## config.mk

```make
export PLATFORM = sky130hd
export DESIGN_NAME = clock_sector_cache_tags_top
export DESIGN_NICKNAME = d
export VERILOG_FILES = /design/src/hw/rtl/csct_pkg.sv /design/src/hw/rtl/clock_sector_cache_tags_top.sv
export SDC_FILE = /design/constraint.sdc
export NUM_CORES = 1
export LEC_CHECK = 0
export ABC_AREA = 1
export BUFFER_PORTS_ARGS = -buffer_cell sky130_fd_sc_hd__buf_2
export CORE_ASPECT_RATIO = 1.4
export CORE_MARGIN = 5
export CORE_UTILIZATION = 25
export CTS_BUF_LIST = sky130_fd_sc_hd__clkbuf_4 sky130_fd_sc_hd__clkbuf_8
export CTS_CLUSTER_DIAMETER = 50
export DETAILED_ROUTE_END_ITERATION = 16
export GPL_TIMING_DRIVEN = 0
export SETUP_SLACK_MARGIN = 0.02
export SYNTH_ARGS = -nofsm -noshare
export SYNTH_HDL_FRONTEND = slang
export SYNTH_SLANG_ARGS = --single-unit
export TNS_END_PERCENT = 100
```

## constraint.sdc

```tcl
create_clock -name clk -period 4.4 [get_ports clk]
set_input_delay 0.22 -clock clk [delete_from_list [all_inputs] [get_ports clk]]
set_output_delay 0.22 -clock clk [all_outputs]
set_load 0.005 [all_outputs]
```

## src/hw/rtl/csct_pkg.sv

```systemverilog
package csct_pkg;

	localparam int unsigned SLOT_COUNT_DEF = 32;
	localparam int unsigned SECTOR_W       = 32;
	localparam int unsigned SLOT_IDX_W     = 5;
	localparam int unsigned IN_TDATA_W     = 32;
	localparam int unsigned OUT_TDATA_W    = 8;

	localparam logic [SECTOR_W-1:0] EMPTY_TAG = '1;

	typedef enum logic [1:0] {
		ST_IDLE,
		ST_SCAN,
		ST_SWEEP,
		ST_DONE
	} state_t;

endpackage

```

## src/hw/rtl/clock_sector_cache_tags_top.sv

```systemverilog
// Channel | Dir | Payload (low bit first)                   | Transfer
// s_axis  | in  | tdata: sector_number[31:0]                | tvalid & tready
// m_axis  | out | tdata: hit[0], slot_index[5:1], zero[7:6] | tvalid & tready
//
// A hit ends the serial tag scan, which reads one tag memory entry a cycle; a miss
// goes on to the clock sweep, which tests one eviction bit a cycle. The reserved
// all-ones sector skips the scan.
// Reset clears tag valid bits, sets all eviction bits and puts the hand at slot zero.
// s_axis_tready is high only when no request is in progress; a held result on
// m_axis does not block the next request until that request finishes.
module clock_sector_cache_tags_top #(
	parameter int unsigned SLOT_COUNT = csct_pkg::SLOT_COUNT_DEF
) (
	input  logic                                clk,
	input  logic                                arst_n,
	input  logic                                s_axis_tvalid,
	output logic                                s_axis_tready,
	input  logic [csct_pkg::IN_TDATA_W-1:0]     s_axis_tdata,  // sector_number[31:0]
	output logic                                m_axis_tvalid,
	input  logic                                m_axis_tready,
	output logic [csct_pkg::OUT_TDATA_W-1:0]    m_axis_tdata   // hit, slot_index[4:0], zero[1:0]
);

	localparam int unsigned IW = (SLOT_COUNT > 1) ? $clog2(SLOT_COUNT) : 1;
	localparam int unsigned SW = csct_pkg::SLOT_IDX_W;
	localparam int unsigned PW = csct_pkg::OUT_TDATA_W - SW - 1;
	localparam logic [IW-1:0] LAST_IDX = IW'(SLOT_COUNT - 1);

	csct_pkg::state_t state_q, state_nx;

	logic [csct_pkg::SECTOR_W-1:0] tag_mem [SLOT_COUNT];
	logic [SLOT_COUNT-1:0]         tag_vld_q;
	logic [SLOT_COUNT-1:0]         evict_q;
	logic [IW-1:0]                 hand_q;
	logic [IW-1:0]                 scan_idx_q;
	logic                          issue_q;
	logic [csct_pkg::SECTOR_W-1:0] want_q;

	logic [csct_pkg::SECTOR_W-1:0] rd_tag_s1;
	logic                          cmp_v_s1;
	logic                          cmp_last_s1;
	logic                          tag_ok_s1;
	logic [IW-1:0]                 cmp_idx_s1;

	logic          res_hit_q;
	logic [IW-1:0] res_idx_q;
	logic          out_vld_q;
	logic          out_hit_q;
	logic [SW-1:0] out_slot_q;

	logic          accept;
	logic          want_empty;
	logic          issue_now;
	logic          match;
	logic          scan_miss;
	logic          hand_set;
	logic          sweep_take;
	logic          out_load;
	logic [IW+SW-1:0] res_wide;

	assign accept     = s_axis_tvalid && s_axis_tready;
	assign want_empty = (s_axis_tdata == csct_pkg::EMPTY_TAG);
	assign hand_set   = evict_q[hand_q];
	assign res_wide   = {{SW{1'b0}}, res_idx_q};

	always_comb begin
		state_nx = state_q;
		case (state_q)
			csct_pkg::ST_IDLE: begin
				if (accept) begin
					state_nx = want_empty ? csct_pkg::ST_SWEEP : csct_pkg::ST_SCAN;
				end
			end
			csct_pkg::ST_SCAN: begin
				if (match) begin
					state_nx = csct_pkg::ST_DONE;
				end else if (scan_miss) begin
					state_nx = csct_pkg::ST_SWEEP;
				end
			end
			csct_pkg::ST_SWEEP: begin
				if (hand_set) begin
					state_nx = csct_pkg::ST_DONE;
				end
			end
			csct_pkg::ST_DONE: begin
				if (!out_vld_q || m_axis_tready) begin
					state_nx = csct_pkg::ST_IDLE;
				end
			end
			default: state_nx = csct_pkg::ST_IDLE;
		endcase
	end

	always_comb begin
		s_axis_tready = 1'b0;
		issue_now     = 1'b0;
		match         = 1'b0;
		scan_miss     = 1'b0;
		sweep_take    = 1'b0;
		out_load      = 1'b0;
		case (state_q)
			csct_pkg::ST_IDLE: begin
				s_axis_tready = 1'b1;
			end
			csct_pkg::ST_SCAN: begin
				match     = cmp_v_s1 && tag_ok_s1 && (rd_tag_s1 == want_q);
				scan_miss = cmp_v_s1 && cmp_last_s1 && !match;
				issue_now = issue_q && !match;
			end
			csct_pkg::ST_SWEEP: begin
				sweep_take = hand_set;
			end
			csct_pkg::ST_DONE: begin
				out_load = !out_vld_q || m_axis_tready;
			end
			default: begin
				s_axis_tready = 1'b0;
			end
		endcase
	end

	always_ff @(posedge clk or negedge arst_n) begin
		if (!arst_n) begin
			state_q <= csct_pkg::ST_IDLE;
		end else begin
			state_q <= state_nx;
		end
	end

	// tag memory: one read and one write port
	always_ff @(posedge clk) begin
		if (sweep_take) begin
			tag_mem[hand_q] <= want_q;
		end
		rd_tag_s1 <= tag_mem[scan_idx_q];
	end

	always_ff @(posedge clk) begin
		if (accept) begin
			want_q <= s_axis_tdata;
		end
		cmp_idx_s1  <= scan_idx_q;
		cmp_last_s1 <= (scan_idx_q == LAST_IDX);
		tag_ok_s1   <= tag_vld_q[scan_idx_q];
		if (match) begin
			res_hit_q <= 1'b1;
			res_idx_q <= cmp_idx_s1;
		end else if (sweep_take) begin
			res_hit_q <= 1'b0;
			res_idx_q <= hand_q;
		end
		if (out_load) begin
			out_hit_q  <= res_hit_q;
			out_slot_q <= res_wide[SW-1:0];
		end
	end

	always_ff @(posedge clk or negedge arst_n) begin
		if (!arst_n) begin
			scan_idx_q <= '0;
			issue_q    <= 1'b0;
			cmp_v_s1   <= 1'b0;
		end else begin
			cmp_v_s1 <= issue_now;
			if (accept) begin
				scan_idx_q <= '0;
				issue_q    <= !want_empty;
			end else if (issue_now) begin
				scan_idx_q <= scan_idx_q + 1'b1;
				if (scan_idx_q == LAST_IDX) begin
					issue_q <= 1'b0;
				end
			end else if (state_q != csct_pkg::ST_SCAN) begin
				issue_q <= 1'b0;
			end
		end
	end

	// eviction bits, clock hand and tag valid bits
	always_ff @(posedge clk or negedge arst_n) begin
		if (!arst_n) begin
			evict_q   <= '1;
			tag_vld_q <= '0;
			hand_q    <= '0;
		end else begin
			if (match) begin
				evict_q[cmp_idx_s1] <= 1'b0;
			end
			if (state_q == csct_pkg::ST_SWEEP) begin
				hand_q <= (hand_q == LAST_IDX) ? '0 : hand_q + 1'b1;
				if (sweep_take) begin
					evict_q[hand_q]   <= 1'b0;
					tag_vld_q[hand_q] <= 1'b1;
				end else begin
					evict_q[hand_q] <= 1'b1;
				end
			end
		end
	end

	always_ff @(posedge clk or negedge arst_n) begin
		if (!arst_n) begin
			out_vld_q <= 1'b0;
		end else if (out_load) begin
			out_vld_q <= 1'b1;
		end else if (m_axis_tready) begin
			out_vld_q <= 1'b0;
		end
	end

	assign m_axis_tvalid = out_vld_q;
	assign m_axis_tdata  = {{PW{1'b0}}, out_slot_q, out_hit_q};

endmodule

```

==> flow_summary.json <==
{
  "slew_violations": 35,
  "worst-path-max-fanout": 34,
  "route.antenna.remaining_nets": 0,
  "grt_setup_unrepaired": "false",
  "slew_at_the_pin_closest_to_its_max_slew_limit_ns": 1.546,
  "route.vias.total": 32790,
  "relSlewSlack_pct": -3.078,
  "finalSetupTns_ns": 0,
  "boundaryPins": 46,
  "synthesis_stage_register_bit_count": 1186,
  "groute.usage.overall_pct": 15.67,
  "cts.sinks": 1186,
  "route.final.wire_length_microns": 160200,
  "finalInstanceArea_sq_um": 54940,
  "core_sq_um": 187000,
  "antenna_found_initial": 11,
  "post_route_cells_drive_above_1_share_pct": 11.52,
  "critical_path_required_ns": 4.94,
  "clkLatencyLatePin_ns": 0.89,
  "finalHoldViolations": 0,
  "hold_ws_ns": 0.07181,
  "internal_power_mw": 19.67,
  "first_pass_iters": 5,
  "grt_first_pass_wirelength_microns": 225600,
  "final_cells": 6624,
  "layout_min_cycle_time_ns": 4.180,
  "clk_pwr_share_pct": 27.0,
  "floorplan.initialDensity_pct": 25.07,
  "yosys-top-cells-count": "1067 x sky130_fd_sc_hd__edfxtp_1, 636 x sky130_fd_sc_hd__nor2_1, 592 x sky130_fd_sc_hd__o21ai_0",
  "vias_per_cell": 4.950,
  "die_h_microns": 522.4,
  "first_global_vias": 32890,
  "area_delta_synth_final_pct": 17.17,
  "setup.worst_path.class": "reg2reg",
  "tritoncts": "yes",
  "numPlacedInstances": 6278,
  "power_switching_mw": 11.54,
  "achievable-frequency_ghz": 0.2392,
  "number_of_buffers_inserted_during_clock_tree_synthesis": 160,
  "nets": 4061,
  "setup-violations-final": 0,
  "vdd_ir_drop_max_v": 0.0003599,
  "status": "finished with violations",
  "clk_transition_reported_paths_ns": 0.07,
  "post_cts.resized_instances": 0,
  "synthArstFlopShare_pct": 6.661,
  "edff_count_synth": 1067,
  "min-delay-path-class": "in2reg",
  "grt_max_degree": 46,
  "io_buffers": 43,
  "failed_checks": "capacitance limit, slew limit",
  "gp_routability_congestion": 0.9355,
  "htreeDepth": 4,
  "final_routed_wire_length_divided_by_cell_count_microns": 24.18,
  "placement_rows": 188,
  "max-clock-path-buffers": 3,
  "synth_cell_type_count": 35,
  "library_cell_occupying_the_most_area_in_the_post_synthesis_netlist": "sky130_fd_sc_hd__edfxtp_1",
  "synth.most_common_cell": "sky130_fd_sc_hd__edfxtp_1",
  "leakage_power_nw": 17.87,
  "power-per-cell-area_nw_per_um2": 568.1,
  "setup.worst_path.end_class": "register",
  "dp_hpwl_microns": 110200,
  "floorplan.die_area_sq_um": 196400,
  "timing.final.crit_share_pct": 95.01,
  "drt_iter0_drc": 3360,
  "global_route.overflow_total": 0,
  "report.power.total_mw": 31.21,
  "drv.max_cap_violation_count": 1,
  "ys_warn_count": 0,
  "die_width_microns": 376.0,
  "power.share.combinational_pct": 28.1,
  "critical_path_arrival_ns": 4.72,
  "placed_cell_area_sq_um": 51250,
  "power.share.sequential_pct": 44.9,
  "synthDominantCellAreaShare_pct": 68.33,
  "synth.avg_cell_area_sq_um": 12.59,
  "proportion_of_total_power_due_to_net_switching_pct": 36.98,
  "synthFlopType": "sky130_fd_sc_hd__edfxtp_1",
  "root_buffer": "sky130_fd_sc_hd__clkbuf_8",
  "drc_errors": 0,
  "critical_path.startpoint_type": "register",
  "synth_cells": 3724,
  "proportion_of_synthesized_chip_area_in_sequential_cells_pct": 74.34,
  "fin_skew_ns": 0.04603,
  "synth_area_sq_um": 46890,
  "top_post_synthesis_cells_by_area": "sky130_fd_sc_hd__edfxtp_1 68%, sky130_fd_sc_hd__o21ai_0 6.3%, sky130_fd_sc_hd__nor2_1 5.1%"
}
-- final timing paths --
check,from,slack [ns],cells past startpoint,to
setup reg to reg,want_q[19]$_DFFE_PP_,0.22,7,res_idx_q[3]$_DFFE_PP_
min in group asynchronous,arst_n,0.54,3,evict_q[24]$_DFF_PN1_
hold reg to reg,res_idx_q[2]$_DFFE_PP_,0.42,0,out_slot_q[2]$_DFFE_PP_
hold / removal,s_axis_tdata[2],0.07,2,want_q[2]$_DFFE_PP_
max in group asynchronous,arst_n,2.36,4,tag_vld_q[27]$_DFFE_PN0P_
setup / recovery,want_q[19]$_DFFE_PP_,0.22,7,res_idx_q[3]$_DFFE_PP_
-- layout make-up --
cell class	count	area [sq um]
well taps	2470	3090
clock buffers	233	2819
fillers	18890	132100
diodes	6	15.01
inverters	158	598.1
repair buffers	127	1516
multi-input cells	2143	10680
clock inverters	63	361.6
flip-flops and latches	1186	34860
plain buffers	238	997.2
-- metrics by stage --
step                setup WS, ns  util, %
floorplan                  1.089        -
global placement          -1.511    26.84
detailed placement       0.03138    27.41
CTS                       0.2723    29.33
global route              0.1172    29.38
finish                    0.2197    29.38
-- state kept, by name (all words and copies together) (netlist names), 2 cells and up --
signal and flops:
evict_q 32, cmp_idx_s1 5, out_slot_q 5, hand_q 5
state_q 2, scan_idx_q 5, tag_mem 1024, rd_tag_s1 32
want_q 32, res_idx_q 5, tag_vld_q 32
-- cells in the final DEF (no fill, tap or decap), types with 23 or more instances in the layout --
master                          instances
sky130_fd_sc_hd__a21oi_1               41
sky130_fd_sc_hd__buf_12                33
sky130_fd_sc_hd__buf_2                 80
sky130_fd_sc_hd__clkbuf_1             172
sky130_fd_sc_hd__clkbuf_4              62
sky130_fd_sc_hd__clkbuf_8             171
sky130_fd_sc_hd__clkinv_1              40
sky130_fd_sc_hd__dfrtp_1               47
sky130_fd_sc_hd__dfstp_2               32
sky130_fd_sc_hd__dfxtp_1               40
sky130_fd_sc_hd__dlygate4sd3_1         40
sky130_fd_sc_hd__edfxtp_1            1067
sky130_fd_sc_hd__inv_1                150
sky130_fd_sc_hd__nand2_1              324
sky130_fd_sc_hd__nand3_1              102
sky130_fd_sc_hd__nand4_1               54
sky130_fd_sc_hd__nor2_1               607
sky130_fd_sc_hd__nor2_4                32
sky130_fd_sc_hd__o211ai_1              31
sky130_fd_sc_hd__o21ai_0              592
sky130_fd_sc_hd__o21ai_1               23
sky130_fd_sc_hd__o221ai_1              98
sky130_fd_sc_hd__o22ai_1              171
-- worst max-delay path: stages (launching register included) --
cell                       delay (ns)
sky130_fd_sc_hd__edfxtp_1        1.37
sky130_fd_sc_hd__o22ai_1         0.21
sky130_fd_sc_hd__nor2_1          0.16
sky130_fd_sc_hd__nand2_1         0.06
sky130_fd_sc_hd__nor2_1          0.90
sky130_fd_sc_hd__nand3_1         0.56
sky130_fd_sc_hd__buf_2           0.34
sky130_fd_sc_hd__nand2_1         0.20
-- layer usage --
| metal | vias up | global-route usage (%) | share of wire (%) |
|---|---|---|---|
| li1 | 14230 | - | - |
| met1 | 16230 | 16.09 | 34 |
| met2 | 1781 | 28.69 | 51 |
| met3 | 539 | 3.212 | 7.4 |
| met4 | 8 | 10.43 | 7.4 |
| met5 | - | 0 | 0.032 |
-- what timing repair did --
action                                 4_1_cts  5_1_grt
endpoints found under the hold margin      124        0
hold buffers                                40        0
setup buffers                                1        0
setup endpoints to repair                    5        0
-- logic make-up after synthesis --
family                   count (synthesis)  synth area share (%)
AO/OA/AOI/OAI                          960                 11.70
XOR/XNOR                                12                0.2241
adder cells (fa/ha/maj)                 11                0.2935
buffers and inverters                  396                 3.402
flip-flops                            1186                 74.34
other                                    1              0.007998
AND/OR/NAND/NOR                       1158                 10.03
-- power by group through the flow --
stage / combinational, mW / sequential [mW] / clock [mW]
global placement: 8.08 / 14.3 / 0
finish: 8.77 / 14.0 / 8.42
global route: 9.26 / 14.1 / 9.01
floorplan: 4.59 / 13.9 / 0
detailed placement: 8.48 / 14.3 / 0
CTS: 8.53 / 14.0 / 8.48
(Power assumes the default switching activity.)
